$ cat src/design/afpt_pkg.sv
// Package for the audio frame pacing timer.
// Register map, reset values, widths and the structs passed between modules.
// No dependencies.
package afpt_pkg;

  // Default width of the wrapping microsecond time base
  localparam int TIME_BITS_DEF = 32;

  // Fixed field widths
  localparam int NOW_W     = 32;
  localparam int FRAMES_W  = 32;
  localparam int PERIOD_W  = 20;
  localparam int TIMEOUT_W = 24;
  localparam int PADDR_W   = 4;
  localparam int PDATA_W   = 32;

  // Register indexes (byte address is four times the index)
  localparam logic [1:0] REG_NORMAL_PERIOD = 2'd0;
  localparam logic [1:0] REG_FAST_PERIOD   = 2'd1;
  localparam logic [1:0] REG_MINIMUM_GAP   = 2'd2;
  localparam logic [1:0] REG_CATCHUP       = 2'd3;

  // Register reset values
  localparam logic [PERIOD_W-1:0]  NORMAL_PERIOD_RST = 20'd3000;
  localparam logic [PERIOD_W-1:0]  FAST_PERIOD_RST   = 20'd2900;
  localparam logic [PERIOD_W-1:0]  MINIMUM_GAP_RST   = 20'd1700;
  localparam logic [TIMEOUT_W-1:0] CATCHUP_RST       = 24'd216000;

  // Configuration as seen by the datapath
  typedef struct packed {
    logic [PERIOD_W-1:0]  normal_period_us;
    logic [PERIOD_W-1:0]  fast_period_us;
    logic [PERIOD_W-1:0]  minimum_gap_us;
    logic [TIMEOUT_W-1:0] catchup_timeout_us;
  } afpt_cfg_t;

  // Outcome of one check event
  typedef struct packed {
    logic period_taken;
    logic queue_frame;
    logic skipped_ahead;
  } afpt_res_t;

endpackage

$ cat src/design/audio_frame_pacing_timer.sv
// Top level of the audio frame pacing timer: input register, result register,
// configuration port. Depends on afpt_pkg, afpt_regs and afpt_core.
//
//   channel | handshake             | payload
//   --------+-----------------------+-----------------------------------------------
//   input   | in_valid / in_stall   | now_us, need_more_blocks, engine_ready,
//           |                       | processed_frames
//   output  | out_valid / out_stall | period_taken, queue_frame, skipped_ahead
//   config  | psel/penable/pwrite   | paddr, pwdata, prdata (pready tied high)
//
// One transaction per cycle unless the output stalls.
// The pacing decision and state update happen in one pass between the input
// register and the result register, so the next transaction sees updated marks.
// Reset is synchronous; all settings return to their defaults and the block
// restarts with the next check event. A stall on the output holds the result
// register, and input stalls only once the input register is also full.
module audio_frame_pacing_timer #(
  parameter int TIME_BITS = afpt_pkg::TIME_BITS_DEF
) (
  input  logic                           clk,
  input  logic                           rst,
  input  logic                           in_valid,
  output logic                           in_stall,
  input  logic [afpt_pkg::NOW_W-1:0]     now_us,
  input  logic                           need_more_blocks,
  input  logic                           engine_ready,
  input  logic [afpt_pkg::FRAMES_W-1:0]  processed_frames,
  output logic                           out_valid,
  input  logic                           out_stall,
  output logic                           period_taken,
  output logic                           queue_frame,
  output logic                           skipped_ahead,
  input  logic                           psel,
  input  logic                           penable,
  input  logic                           pwrite,
  input  logic [afpt_pkg::PADDR_W-1:0]   paddr,
  input  logic [afpt_pkg::PDATA_W-1:0]   pwdata,
  output logic [afpt_pkg::PDATA_W-1:0]   prdata,
  output logic                           pready
);
  import afpt_pkg::*;

  afpt_cfg_t           cfg;
  afpt_res_t           res;

  logic                hold_valid;
  logic [NOW_W-1:0]    hold_now_us;
  logic                hold_need_more_blocks;
  logic                hold_engine_ready;
  logic [FRAMES_W-1:0] hold_processed_frames;

  logic                advance;
  logic                step;
  logic                accept;

  // Pipeline flow
  assign advance  = !out_valid || !out_stall;
  assign step     = hold_valid && advance;
  assign in_stall = hold_valid && !advance;
  assign accept   = in_valid && !in_stall;

  afpt_regs u_regs (
    .clk     (clk),
    .rst     (rst),
    .psel    (psel),
    .penable (penable),
    .pwrite  (pwrite),
    .paddr   (paddr),
    .pwdata  (pwdata),
    .prdata  (prdata),
    .pready  (pready),
    .cfg     (cfg)
  );

  afpt_core #(
    .TIME_BITS (TIME_BITS)
  ) u_core (
    .clk              (clk),
    .rst              (rst),
    .step             (step),
    .now_us           (hold_now_us),
    .need_more_blocks (hold_need_more_blocks),
    .engine_ready     (hold_engine_ready),
    .processed_frames (hold_processed_frames),
    .cfg              (cfg),
    .res              (res)
  );

  // Input register
  always_ff @(posedge clk) begin
    if (rst) begin
      hold_valid <= 1'b0;
    end else if (accept) begin
      hold_valid <= 1'b1;
    end else if (advance) begin
      hold_valid <= 1'b0;
    end
  end

  always_ff @(posedge clk) begin
    if (accept) begin
      hold_now_us           <= now_us;
      hold_need_more_blocks <= need_more_blocks;
      hold_engine_ready     <= engine_ready;
      hold_processed_frames <= processed_frames;
    end
  end

  // Result register
  always_ff @(posedge clk) begin
    if (rst) begin
      out_valid <= 1'b0;
    end else if (advance) begin
      out_valid <= hold_valid;
    end
  end

  always_ff @(posedge clk) begin
    if (advance) begin
      period_taken  <= res.period_taken;
      queue_frame   <= res.queue_frame;
      skipped_ahead <= res.skipped_ahead;
    end
  end

  // Input only backs up behind a full, stalled result register
  a_stall_cause: assert property (@(posedge clk) disable iff (rst)
    in_stall |-> (out_valid && out_stall && hold_valid))
    else $error("input stalled without a blocked result");

  // A held transaction that moves on always lands in the result register
  a_step_lands: assert property (@(posedge clk) disable iff (rst)
    step |=> out_valid)
    else $error("processed transaction lost before the result register");

  // Result register never empties while its content is stalled
  a_result_kept: assert property (@(posedge clk) disable iff (rst)
    (out_valid && out_stall) |=> (out_valid && $stable(period_taken)))
    else $error("stalled result changed");

endmodule

$ cat src/design/afpt_regs.sv
// Configuration register file of the audio frame pacing timer (APB-style port).
// Depends on afpt_pkg.
module afpt_regs (
  input  logic                          clk,
  input  logic                          rst,
  input  logic                          psel,
  input  logic                          penable,
  input  logic                          pwrite,
  input  logic [afpt_pkg::PADDR_W-1:0]  paddr,
  input  logic [afpt_pkg::PDATA_W-1:0]  pwdata,
  output logic [afpt_pkg::PDATA_W-1:0]  prdata,
  output logic                          pready,
  output afpt_pkg::afpt_cfg_t           cfg
);
  import afpt_pkg::*;

  logic       wr_en;
  logic [1:0] reg_idx;

  assign pready  = 1'b1;
  assign wr_en   = psel && penable && pwrite;
  assign reg_idx = paddr[PADDR_W-1:2];

  // Register writes, masked to each register's width
  always_ff @(posedge clk) begin
    if (rst) begin
      cfg.normal_period_us   <= NORMAL_PERIOD_RST;
      cfg.fast_period_us     <= FAST_PERIOD_RST;
      cfg.minimum_gap_us     <= MINIMUM_GAP_RST;
      cfg.catchup_timeout_us <= CATCHUP_RST;
    end else if (wr_en) begin
      case (reg_idx)
        REG_NORMAL_PERIOD: cfg.normal_period_us   <= pwdata[PERIOD_W-1:0];
        REG_FAST_PERIOD:   cfg.fast_period_us     <= pwdata[PERIOD_W-1:0];
        REG_MINIMUM_GAP:   cfg.minimum_gap_us     <= pwdata[PERIOD_W-1:0];
        REG_CATCHUP:       cfg.catchup_timeout_us <= pwdata[TIMEOUT_W-1:0];
        default: ;
      endcase
    end
  end

  // Read-back
  always_comb begin
    case (reg_idx)
      REG_NORMAL_PERIOD: prdata = PDATA_W'(cfg.normal_period_us);
      REG_FAST_PERIOD:   prdata = PDATA_W'(cfg.fast_period_us);
      REG_MINIMUM_GAP:   prdata = PDATA_W'(cfg.minimum_gap_us);
      REG_CATCHUP:       prdata = PDATA_W'(cfg.catchup_timeout_us);
      default:           prdata = '0;
    endcase
  end

endmodule

$ cat src/design/afpt_core.sv
// Pacing decision and timing state of the audio frame pacing timer.
// Holds the interval mark, last-check mark and queued count. Depends on afpt_pkg.
module afpt_core #(
  parameter int TIME_BITS = afpt_pkg::TIME_BITS_DEF
) (
  input  logic                           clk,
  input  logic                           rst,
  input  logic                           step,
  input  logic [afpt_pkg::NOW_W-1:0]     now_us,
  input  logic                           need_more_blocks,
  input  logic                           engine_ready,
  input  logic [afpt_pkg::FRAMES_W-1:0]  processed_frames,
  input  afpt_pkg::afpt_cfg_t            cfg,
  output afpt_pkg::afpt_res_t            res
);
  import afpt_pkg::*;

  // Compare width covers both the time base and the widest setting
  localparam int CW = (TIME_BITS > TIMEOUT_W) ? TIME_BITS : TIMEOUT_W;

  logic                 started;
  logic [TIME_BITS-1:0] interval_mark;
  logic [TIME_BITS-1:0] last_check_mark;
  logic [FRAMES_W-1:0]  queued_count;

  logic [63:0]          now_wide;
  logic [63:0]          normal_wide;
  logic [63:0]          period_wide;
  logic [PERIOD_W-1:0]  period;
  logic [TIME_BITS-1:0] now_t;
  logic [TIME_BITS-1:0] normal_t;
  logic [TIME_BITS-1:0] period_t;
  logic [TIME_BITS-1:0] mark_eff;
  logic [TIME_BITS-1:0] last_eff;
  logic [TIME_BITS-1:0] diff;
  logic [TIME_BITS-1:0] gap;
  logic [CW-1:0]        diff_w;
  logic [CW-1:0]        gap_w;
  logic                 fire;
  logic                 skip;
  logic                 queue;
  logic [TIME_BITS-1:0] interval_mark_next;

  // Bring the time stamp and settings onto the time base
  assign period      = need_more_blocks ? cfg.fast_period_us : cfg.normal_period_us;
  assign now_wide    = {{(64-NOW_W){1'b0}}, now_us};
  assign normal_wide = {{(64-PERIOD_W){1'b0}}, cfg.normal_period_us};
  assign period_wide = {{(64-PERIOD_W){1'b0}}, period};
  assign now_t       = now_wide[TIME_BITS-1:0];
  assign normal_t    = normal_wide[TIME_BITS-1:0];
  assign period_t    = period_wide[TIME_BITS-1:0];

  // First event seeds both marks before the checks
  assign mark_eff = started ? interval_mark : (now_t - normal_t);
  assign last_eff = started ? last_check_mark : now_t;

  // Wrapping differences and the two wait checks
  assign diff   = now_t - mark_eff;
  assign gap    = now_t - last_eff;
  assign diff_w = CW'(diff);
  assign gap_w  = CW'(gap);
  assign fire   = (diff_w >= CW'(period)) && (gap_w >= CW'(cfg.minimum_gap_us));
  assign skip   = fire && (diff_w >= CW'(cfg.catchup_timeout_us));
  assign queue  = fire && engine_ready && (queued_count == processed_frames);

  // Mark either advances by one period or jumps past a long lag
  assign interval_mark_next = skip ? (now_t - period_t) : (mark_eff + period_t);

  assign res.period_taken  = fire;
  assign res.queue_frame   = queue;
  assign res.skipped_ahead = skip;

  // Timing state
  always_ff @(posedge clk) begin
    if (rst) begin
      started         <= 1'b0;
      interval_mark   <= '0;
      last_check_mark <= '0;
      queued_count    <= '0;
    end else if (step) begin
      started         <= 1'b1;
      interval_mark   <= fire ? interval_mark_next : mark_eff;
      last_check_mark <= fire ? now_t : last_eff;
      if (queue) begin
        queued_count <= queued_count + 1'b1;
      end
    end
  end

  // A frame is only queued on a taken period
  a_queue_needs_fire: assert property (@(posedge clk) disable iff (rst)
    res.queue_frame |-> res.period_taken)
    else $error("frame queued without a taken period");

  // Skipping ahead is a kind of taken period
  a_skip_needs_fire: assert property (@(posedge clk) disable iff (rst)
    res.skipped_ahead |-> res.period_taken)
    else $error("skip ahead without a taken period");

  // Queued count moves by exactly one per queued frame
  a_queue_count: assert property (@(posedge clk) disable iff (rst)
    (step && queue) |=> (queued_count == $past(queued_count) + 1'b1))
    else $error("queued count did not advance by one");

endmodule

$ cat config.mk
export PLATFORM = sky130hd
export DESIGN_NAME = audio_frame_pacing_timer
export DESIGN_NICKNAME = d
export VERILOG_FILES = /design/src/design/afpt_pkg.sv /design/src/design/audio_frame_pacing_timer.sv /design/src/design/afpt_regs.sv /design/src/design/afpt_core.sv
export SDC_FILE = /design/constraint.sdc
export NUM_CORES = 1
export LEC_CHECK = 0
export BUFFER_PORTS_ARGS = -buffer_cell sky130_fd_sc_hd__clkbuf_2
export CORE_MARGIN = 10
export CORE_UTILIZATION = 45
export DETAILED_ROUTE_END_ITERATION = 10
export PLACE_DENSITY_LB_ADDON = 0.08
export RECOVER_POWER = 50
export SYNTH_ARGS = -nofsm -noshare
export SYNTH_HDL_FRONTEND = slang
export SYNTH_SLANG_ARGS = --single-unit
$ cat constraint.sdc
create_clock -name clk -period 10.5 [get_ports clk]
set_input_delay 1.05 -clock clk [delete_from_list [all_inputs] [get_ports clk]]
set_output_delay 1.05 -clock clk [all_outputs]
set_load 0.01 [all_outputs]
### After elaboration in Yosys (flattened, before gate mapping)

Cells that the tools add are included.
Widths: inputs -> output; s select.

| storage, ports and cells | value |
|---|---|
| latch bits | 0 |
| memories kept | 0 |
| RAM bits | 0 |
| register bits | 252 |
| logic and storage cells | 60 |
| ROM bits | 0 |
| output and inout port bits | 38 |
| input port bits | 109 |

| cells by class | value |
|---|---|
| bitwise operators | 0 |
| equal/unequal tests | 4 |
| div/mod/pow operators | 0 |
| $add $sub $neg | 6 |
| magnitude comparators | 3 |
| reduce and logical (&&, ||, !) cells | 21 |
| shift-type cells | 0 |
| multiply operators | 0 |
| muxes and demuxes | 9 |

Operators by type and width:

| kind | number |
|---|---|
| $mux 32 | 5 |
| $pmux 32 s4 | 1 |
| $ge 32x20->1 | 2 |
| $sub 32x20->32 | 2 |
| $sub 32x32->32 | 2 |
| $add 32x1->32 const B | 1 |
| $add 32x20->32 | 1 |
| $eq 32x32->1 | 1 |
| $ge 32x24->1 | 1 |
| $mux 20 | 1 |
| $reduce_and 2->1 | 5 |
| $logic_and 1x1->1 | 9 |
| $eq 2x2->1 const B | 2 |
| $logic_not 1->1 | 4 |
| $eq 2x1->1 const B | 1 |
| $logic_not 2->1 | 1 |
| $mux 1 | 2 |
| $reduce_bool 2->1 | 1 |
| $logic_or 1x1->1 | 1 |

### Longest topological paths before layout

Gate-level depths: netlist (run 1).

| depth | value |
|---|---|
| word-level depth | 8 |
| mapped depth | 40 |
| mapped depth without buffers | 37 |

### By module

A second synthesis (run 1) with hierarchy kept.

| second synthesis, totals | value |
|---|---|
| cell total of the unflattened synthesis | 2,432 |
| area total of the unflattened synthesis | 20,877.5 um^2 |

By module, submodules not included:

| module | cells each | sequential area each (um^2) | times used | area an instance (um^2) |
|---|---|---|---|---|
| afpt_core | 1,972 | 1,941.9 | 1 | 14,717.9 |
| afpt_regs | 380 | 1,681.6 | 1 | 4,007.6 |
| audio_frame_pacing_timer | 80 | 2,112.0 | 1 | 2,152.1 |

### Least setup slack after synthesis (run 1)

No wires, ideal clock.

| timing | value |
|---|---|
| path type | reg-to-reg |
| start | register u_core.started |
| end | register u_core.interval_mark[10] |
| clock period less this slack | 7.590 ns |
| setup time | 0.119 ns |
| data arrival time | 7.471 ns |
| data required time | 10.381 ns |
| path buffers | 9 |
| slack | 2.910 ns |
| cell stages (with the launch flop) | 38 |
| path through | dfxtp_1 clkbuf_1 clkbuf_1 clkbuf_1 buf_1 clkbuf_1 buf_1 buf_1 nand2_1 o21ai_0 inv_1 ha_1 o21ai_0 a21boi_0 o21ai_0 a21oi_1 nand2_1 a311o_1 (+2 left out) xor2_1 ha_1 a21oi_1 nor2b_1 o21ai_0 nand2b_1 a21oi_1 nor2b_1 o21ai_0 nand2b_1 a221o_1 or4_1 clkbuf_1 nor3_2 buf_2 mux2i_1 o21ai_0 o221a_2 |

| on the way | value |
|---|---|
| word-level cells in the longest chain between the ends | 7 |
| elaborated cells on any way between the ends | 12 |
| classes of those cells | add/sub: 3; order compare: 3; mux: 4; reduce/logical: 2 |

RTL lines:

| element | line | RTL |
|---|---|---|
| start: declaration | afpt_core.sv:21 | `logic started;` |
| start signal: assignment | afpt_core.sv:76 | `started <= 1'b0;` |
| start signal: assignment | afpt_core.sv:81 | `started <= 1'b1;` |
| $mux 32 (on tied branches) | afpt_core.sv:54, afpt_core.sv:55 |  |
| $sub 32x32->32 (on tied branches) | afpt_core.sv:58, afpt_core.sv:59 |  |
| $ge 32x20->1 | afpt_core.sv:62 | `assign fire = (diff_w >= CW'(period)) && (gap_w >= CW'(cfg.minimum_gap_us));` |
| $logic_and 1x1->1 | afpt_core.sv:62 |  |
| $logic_and 1x1->1 | afpt_core.sv:63 | `assign skip = fire && (diff_w >= CW'(cfg.catchup_timeout_us));` |
| $mux 32 | afpt_core.sv:67 | `assign interval_mark_next = skip ? (now_t - period_t) : (mark_eff + period_t);` |
| $mux 32 * | afpt_core.sv:82 | `interval_mark <= fire ? interval_mark_next : mark_eff;` |
| end signal: assignment | afpt_core.sv:82 |  |
| end: declaration | afpt_core.sv:22 | `logic [TIME_BITS-1:0] interval_mark;` |

Mark *: on every way between the ends. The rest lies on a longest branch, timed or not.
A chain may end at the register's enable or synchronous reset.

==> flow_summary.toml, run 1 <==
[run_status]
outcome = "finished, violations left"
violations = "capacitance limit, slew limit"

[worst_hold_path]
holdPathStages = 2
hold_class = "register to register"

[critical_path]
critPathMaxFanout = 66
worstSetupPathType = "input pin to register"
endpoint_kind = "register"
worstPathCellList = "clkbuf_1, clkinvlp_2, clkbuf_1, and3_1, a31oi_1, o31ai_1"
required_ps = 10810
cp.arrival_ps = 9000
crit_path_start_kind = "input pin"
cpMostUsedCell = "clkbuf_1"
critPathSlowestCell = "clkinvlp_2"
reg2regPathDepth = 31
cpPeakStageDelay_ps = 3220

[drt]
routedWlPerCell_microns = 21.0
drt_pass1_iterations = 6
vias = 18976
routed_via_density = 5.94
totalWireLength_microns = 67000
drc = 0
drtAntennaViolNets = 0
first_iter_violations = 1682

[grt]
grt_pass1_vias = 18262
overflow = 0
grt_pass1_wl_microns = 104000
grt_use_total_pct = 24.0
antenna_found_initial = 1
grt_max_degree = 67

[die]
die_h_microns = 234
io_pins = 147
die_area_sq_um = 54700
num_rows = 78
core-area_sq_um = 45300
start_util_pct = 45.4
dieWidth_microns = 234

[timing]
holdWs_ps = 457
hold_violations = 0
skew_ps = 18.4
max_slew_margin_pct = -177
post-route-min-period_ps = 8690
worstMarginPinSlew_ps = 4150
finalSetupTns_ps = 0
setup_viol = 0
drv_slew = 310
setup_slack_ps = 1810
rsz0062_at_grt = "no"
finalCritPeriodShare_pct = 82.7
fmax_mhz = 115

[clock_network]
postCtsSetupRepairBufs = 0
clk_latency_ps = 550
path_clk_slew_ps = 60
cts.sinks = 252
clk_path_buf_depth = 3
cts-hold-fix-buffers = 0
cts-root-buf = "clkbuf_16"
ctsResizeCount = 0
cts_tree = "yes"
htreeDepth = 2
numCtsBuffers = 34

[logic_synthesis]
syn_avg_cell_area_sq_um = 8.17
synth-edff-count = 69
seq_area_frac_synth_pct = 27.9
syn-cell-area_sq_um = 20600
ys_ff_latch = 252
synth_area_leaders = "dfxtp_1 (18%), ha_1 (11%), edfxtp_1 (10%)"
yosysMostFrequentCell = "nand2_1"
synthCells = 2518
ys_types = 93
synth.top_cells.by_count = "nand2_1 (361), a21oi_1 (195), dfxtp_1 (183)"
yosys.area.top_type_share_pct = 17.8
synth-main-ff-cell = "dfxtp_1"
ys_warn_count = 0
synthArstFlopShare_pct = 0
synth_area_leader_cell = "dfxtp_1"

[placement]
dp_hpwl_microns = 49800
port-buffer-count = 127
pre_cts_ws_ps = 1920
place_area_sq_um = 21600
globalplace.congestion = 0.906

[finish]
nFillCells = 4464
drive_gt1_share_pct = 10.3
final_nets = 2859
area_growth_pct = 10.7
finalInstanceArea_sq_um = 22800
diodes = 0

[power_and_ir_drop]
switching_share_pct = 33.4
powerDensity_nw_per_um2 = 149
intPower_mw = 2.26
p_comb_share_pct = 30.5
vdd_drop_max_uv = 145
leakage_nw = 9.32
pwr-share-seq_pct = 32.0
power.switching_mw = 1.13
clock_power_share_pct = 37.5

[run]
max_cap_violations = 5
==> through the flow <==
stage          util [%]  std cells  power (mW)
5_1_grt            50.3       3196        3.57
6_report           50.3       3196        3.39
3_3_place_gp       47.6       3134        2.09
4_1_cts            50.4       3196        3.40
2_1_floorplan         -       2525        1.84
3_5_place_dp       47.6       3134        2.11
==> worst paths after layout <==
| check | end | start | slack, ps |
|---|---|---|---|
| setup / recovery | u_core.interval_mark[9]$_SDFFE_PP0P_ | rst | 1810 |
| hold / removal | u_core.last_check_mark[29]$_SDFFE_PP0P_ | u_core.last_check_mark[29]$_SDFFE_PP0P_ | 460 |
| setup reg to reg | u_core.last_check_mark[2]$_SDFFE_PP0P_ | hold_now_us[0]$_DFFE_PP_ | 1880 |
| hold reg to reg | u_core.last_check_mark[29]$_SDFFE_PP0P_ | u_core.last_check_mark[29]$_SDFFE_PP0P_ | 460 |
==> critical path: cells and delay by family <==
family / cells / cell delay [ps]
and+or+nand+nor: 1 / 640
AOI/OAI and AO/OA: 2 / 230
buffers and inverters: 3 / 6980
==> power groups by stage <==
stage,registers (mW),clock network [mW],logic [mW]
finish,1.08,1.27,1.03
global route,1.09,1.33,1.15
CTS,1.08,1.30,1.02
detailed placement,1.10,0,1.01
global placement,1.10,0,0.991
floorplan,1.08,0,0.757
==> cells in the final DEF (no fill, tap or decap), types with 40 or more instances in the layout <==
| master | netlist | layout |
|---|---|---|
| a21o_1 | 61 | 61 |
| a21oi_1 | 195 | 194 |
| clkbuf_2 | 1 | 120 |
| dfxtp_1 | 183 | 182 |
| edfxtp_1 | 69 | 69 |
| ha_1 | 175 | 175 |
| inv_1 | 141 | 140 |
| mux2i_1 | 109 | 109 |
| nand2_1 | 361 | 360 |
| nand3_1 | 67 | 67 |
| nor2_1 | 149 | 149 |
| nor2b_1 | 42 | 41 |
| o21a_1 | 40 | 40 |
| o21ai_0 | 111 | 111 |
| xnor2_1 | 105 | 105 |
| xor2_1 | 45 | 45 |
==> metal layers <==
| metal | global-route usage, % | wire (microns) | vias to the layer above |
|---|---|---|---|
| li1 | - | - | 9187 |
| met1 | 34.9 | 32200 | 9132 |
| met2 | 36.4 | 28700 | 575 |
| met3 | 4.41 | 4930 | 80 |
| met4 | 5.00 | 1210 | 2 |
| met5 | 0 | 13 | - |
==> sequential cells by signal, indices dropped and copies added (netlist names), 32 cells and up <==
name and count:
u_core.last_check_mark 32, hold_processed_frames 32, u_core.interval_mark 32, u_regs.cfg 84
u_core.queued_count 32, hold_now_us 32
==> logic make-up (layout without fill, tap and decap cells) <==
logic type	count (synthesis)	count (layout)	share of synthesized area [%]
flip-flops	252	252	27.9
buffers and inverters	277	348	5.42
XOR/XNOR	150	150	6.39
AND/OR/NAND/NOR	863	863	19.7
AO/OA/AOI/OAI	637	637	20.4
other	2	9	0.0365
adder cells (fa/ha/maj)	185	185	11.4
multiplexers	152	152	8.77
==> cell type report <==
cell class                 count  area, sq um  share of cell area, %
clock buffer                  48         1010                   4.44
clock inverter                14          218                  0.956
inverter                     142          534                   2.35
multi-input combinational   1996        13800                   60.5
sequential                   252         5740                   25.2
tap                          600          751                   3.30
timing repair buffer         144          743                   3.26
Note: power is estimated with default switching activity, not from simulation.
==> run 2, diff against run 1 <==
- clock period: 10.5 -> 7 ns (I/O delays scaled with it)
==> flow_summary.toml, run 2 (synthesis gave the netlist of run 1 again) <==
[worst_hold_path]
hold_class = "input pin to register"

[timing]
setup_slack_ps = -309
drv_slew = 132
rsz0062_at_grt = "yes"
skew_ps = 20.5
worstMarginPinSlew_ps = 4060
max_slew_margin_pct = -170
holdWs_ps = 274
hold_violations = 0
finalCritPeriodShare_pct = 104
setup_viol = 97
post-route-min-period_ps = 7310
fmax_mhz = 137

[finish]
layout_common_cells = "nand2_1 (359), buf_4 (227), dfxtp_1 (181)"
nFillCells = 4288
utilization_pct = 55.9
area_growth_pct = 23.1
final_nets = 3102
largest_reg_flops = 84
drive_gt1_share_pct = 20.8
final_common_cell = "nand2_1"
finalInstanceArea_sq_um = 25300
top_register = "u_regs.cfg"

[clock_network]
clk_latency_ps = 600
clk_path_buf_depth = 3
numCtsBuffers = 31
cts.sinks = 252
cts_tree = "yes"
cts-hold-fix-buffers = 0
htreeDepth = 1
path_clk_slew_ps = 60
cts-root-buf = "clkbuf_16"

[drt]
totalWireLength_microns = 73000
vias = 20025
drtAntennaViolNets = 0
routed_via_density = 5.82
drc = 0
routedWlPerCell_microns = 21.2
first_iter_violations = 1751
drt_pass1_iterations = 5

[power_and_ir_drop]
powerDensity_nw_per_um2 = 212
leakage_nw = 10.7
finalPower_mw = 5.38
vdd_drop_max_uv = 236

[placement]
pre_cts_ws_ps = -699
place_area_sq_um = 23300
globalplace.congestion = 0.941
dp_hpwl_microns = 54400
port-buffer-count = 127

[critical_path]
cpPeakStageDelay_ps = 530
cpMostUsedCell = "buf_4"
worstSetupPathType = "register to register"
critPathSlowestCell = "or4_4"
critPathMaxFanout = 4
crit_path_start_kind = "register"
cp.arrival_ps = 7790
endpoint_kind = "register"
required_ps = 7480

[grt]
grt_pass1_wl_microns = 110000
overflow = 0
antenna_found_initial = 0
grt_pass1_vias = 19006
grt_max_degree = 67
grt_use_total_pct = 25.7

[die]
die_area_sq_um = 54700
start_util_pct = 45.4
die_h_microns = 234
io_pins = 147
num_rows = 78
dieWidth_microns = 234
core-area_sq_um = 45300

[run]
max_cap_violations = 3

[run_status]
violations = "capacitance limit, slew limit, setup timing"
outcome = "finished, violations left"
==> run 2: changes by cell type in the layout (fill, tap and decap cells not counted), moves of 16 or more <==
| cell | change |
|---|---|
| a21oi_1 | -16 |
| a21oi_2 | +16 |
| buf_4 | +213 |
| buf_6 | +18 |
| o21ai_0 | -25 |
| o21ai_1 | +21 |
==> run 2: power by group <==
group          leakage (nW)  internal (mW)  switching (mW)
combinational          7.96          0.891            1.09
sequential             2.16           1.56          0.0499
clock                 0.541           1.09           0.694
total                  10.7           3.54            1.83
==> run 2: cell type report <==
type | instances | area (sq um) | share of cell area, %
Inverter | 142 | 541 | 2.13
Clock buffer | 38 | 822 | 3.25
Antenna cell | 1 | 2.50 | 0.00988
Tap cell | 600 | 751 | 2.96
Multi-Input combinational cell | 1996 | 14300 | 56.5
Clock inverter | 20 | 292 | 1.15
Sequential cell | 252 | 5740 | 22.7
Timing Repair Buffer | 390 | 2860 | 11.3
==> run 2: critical path: cells and delay by family (launching register included) <==
family | cells | cell delay (ps)
compound gates | 14 | 2610
buf+inv | 8 | 1130
simple gates | 7 | 1520
mux | 1 | 300
fa+ha+maj | 4 | 1030
xor+xnor | 2 | 190
flops | 1 | 430
==> run 2: path summary, 6_finish.rpt <==
path,cells past startpoint,slack (ps),from,endpoint
worst max-delay path,36,-310,hold_now_us[1]$_DFFE_PP_,u_core.queued_count[2]$_SDFFE_PP0P_
worst min-delay path,1,270,now_us[11],hold_now_us[11]$_DFFE_PP_
worst max register to register,36,-310,hold_now_us[1]$_DFFE_PP_,u_core.queued_count[2]$_SDFFE_PP0P_
worst min register to register,2,460,u_core.last_check_mark[26]$_SDFFE_PP0P_,u_core.last_check_mark[26]$_SDFFE_PP0P_
==> run 2: what timing repair did <==
item	4_1_cts	5_1_grt
setup endpoints to repair	98	99
gates cloned	4	0
pin swaps	33	26
gates resized for setup	93	67
setup buffers	21	11
==> run 2: through the flow <==
stage,setup TNS [ps],instances
floorplan,0,2525
global placement,-30940,3345
detailed placement,-39380,3345
CTS,-2630,3428
global route,-49280,3438
finish,-17220,3439
==> run 2: layer usage <==
metal | up-vias | global-route usage, % | share of wire, %
met3 | 97 | 4.97 | 8.4
met2 | 686 | 38.3 | 42
met4 | 0 | 5.64 | 2.1
li1 | 9658 | - | -
met5 | - | 0 | 0
met1 | 9584 | 37.7 | 47
==> run 3, diff against run 2 <==
- clock period: 7 -> 9.2 ns (I/O delays scaled with it)
==> flow_summary.toml, run 3 (synthesis gave the netlist of run 1 again) <==
[run_status]
outcome = "finished, violations left"
violations = "capacitance limit, slew limit"

[clock_network]
path_clk_slew_ps = 60
cts_tree = "yes"
numCtsBuffers = 34
clk_path_buf_depth = 3
cts-hold-fix-buffers = 0
ctsResizeCount = 0
cts-root-buf = "clkbuf_16"
htreeDepth = 2
cts.sinks = 252
postCtsSetupRepairBufs = 0
clk_latency_ps = 550

[timing]
fmax_mhz = 117
max_slew_margin_pct = -170
holdWs_ps = 455
worstMarginPinSlew_ps = 4060
skew_ps = 29.7
hold_violations = 0
finalSetupTns_ps = 0
post-route-min-period_ps = 8530
setup_viol = 0
rsz0062_at_grt = "no"
finalCritPeriodShare_pct = 92.7
drv_slew = 250

[placement]
dp_hpwl_microns = 50000
globalplace.congestion = 0.928
port-buffer-count = 127
dp.cells = 3143

[critical_path]
cp.arrival_ps = 8780
endpoint_kind = "register"
cpMostUsedCell = "o21ai_0"
worstSetupPathType = "register to register"
crit_path_start_kind = "register"
rrSetupSlack_ps = 670
critPathSlowestCell = "nor3_4"
critPathMaxFanout = 10
cpPeakStageDelay_ps = 680
required_ps = 9450

[drt]
drt_pass1_iterations = 6
vias = 18964
routed_via_density = 5.91
totalWireLength_microns = 66800
first_iter_violations = 1525
drc = 0
routedWlPerCell_microns = 20.8
drtAntennaViolNets = 0

[die]
die_h_microns = 234
die_area_sq_um = 54700
io_pins = 147
dieWidth_microns = 234
core-area_sq_um = 45300
start_util_pct = 45.4
num_rows = 78

[finish]
final_nets = 2868
top_register = "u_regs.cfg"
layout_common_cells = "nand2_1 (360), a21oi_1 (194), dfxtp_1 (182)"
utilization_pct = 50.2
area_growth_pct = 10.6
final_cells = 3208
final_common_cell = "nand2_1"
drive_gt1_share_pct = 10.4
largest_reg_flops = 84

[grt]
antenna_found_initial = 2
overflow = 0
grt_pass1_vias = 18027
grt_pass1_wl_microns = 103000
grt_use_total_pct = 23.9
grt_max_degree = 67

[power_and_ir_drop]
vdd_drop_max_uv = 133
finalPower_mw = 3.74
leakage_nw = 9.30
powerDensity_nw_per_um2 = 164

[worst_hold_path]
hold_class = "register to register"

[run]
max_cap_violations = 4
## run 3: final cells by class
type	instances	area, sq um
clock inverters	13	114
clock buffers	49	998
multi-input cells	1996	13800
repair buffers	153	818
inverters	142	534
fillers	4446	22500
diodes	3	7.51
flip-flops and latches	252	5740
well taps	600	751
## run 3: path summary, 6_finish.rpt
check                                           from                                      end  cells past startpoint
min reg2reg  u_core.last_check_mark[26]$_SDFFE_PP0P_  u_core.last_check_mark[26]$_SDFFE_PP0P_                      2
max                         hold_now_us[0]$_DFFE_PP_    u_core.interval_mark[22]$_SDFFE_PP0P_                     33
max reg2reg                 hold_now_us[0]$_DFFE_PP_    u_core.interval_mark[22]$_SDFFE_PP0P_                     33
min          u_core.last_check_mark[26]$_SDFFE_PP0P_  u_core.last_check_mark[26]$_SDFFE_PP0P_                      2
## run 3: power breakdown
part | internal, mW | leakage (nW) | switching [mW] | total, mW
sequential | 1.19 | 2.16 | 0.0507 | 1.24
combinational | 0.481 | 6.59 | 0.702 | 1.18
clock | 0.787 | 0.544 | 0.534 | 1.32
## run 3: per-stage QoR
step / setup slack (ps) / instance area (sq um)
final: 672 / 22700
after global routing: 61.1 / 22700
after CTS: 780 / 22800
after detailed placement: 832 / 21700
after global placement: 913 / 21700
after floorplan: 1610 / 20600
## run 3: worst max-delay path, delay by kind of cell, from the launching register on
family	cells	cell delay, ps
DFF	1	380
buffers and inverters	2	220
adders and majority gates	4	1270
xor gates and xnor gates	2	350
and+or+nand+nor	10	2740
AOI/OAI and AO/OA	15	3260
## run 3: layer usage
| layer | share of wire, % | wire length [microns] | vias to the layer above | track usage, % |
|---|---|---|---|---|
| li1 | - | - | 9205 | - |
| met4 | 2.0 | 1370 | 0 | 5.85 |
| met3 | 8.3 | 5560 | 73 | 5.46 |
| met5 | 0 | 0 | - | 0 |
| met1 | 48 | 32100 | 9033 | 34.6 |
| met2 | 42 | 27700 | 653 | 35.2 |
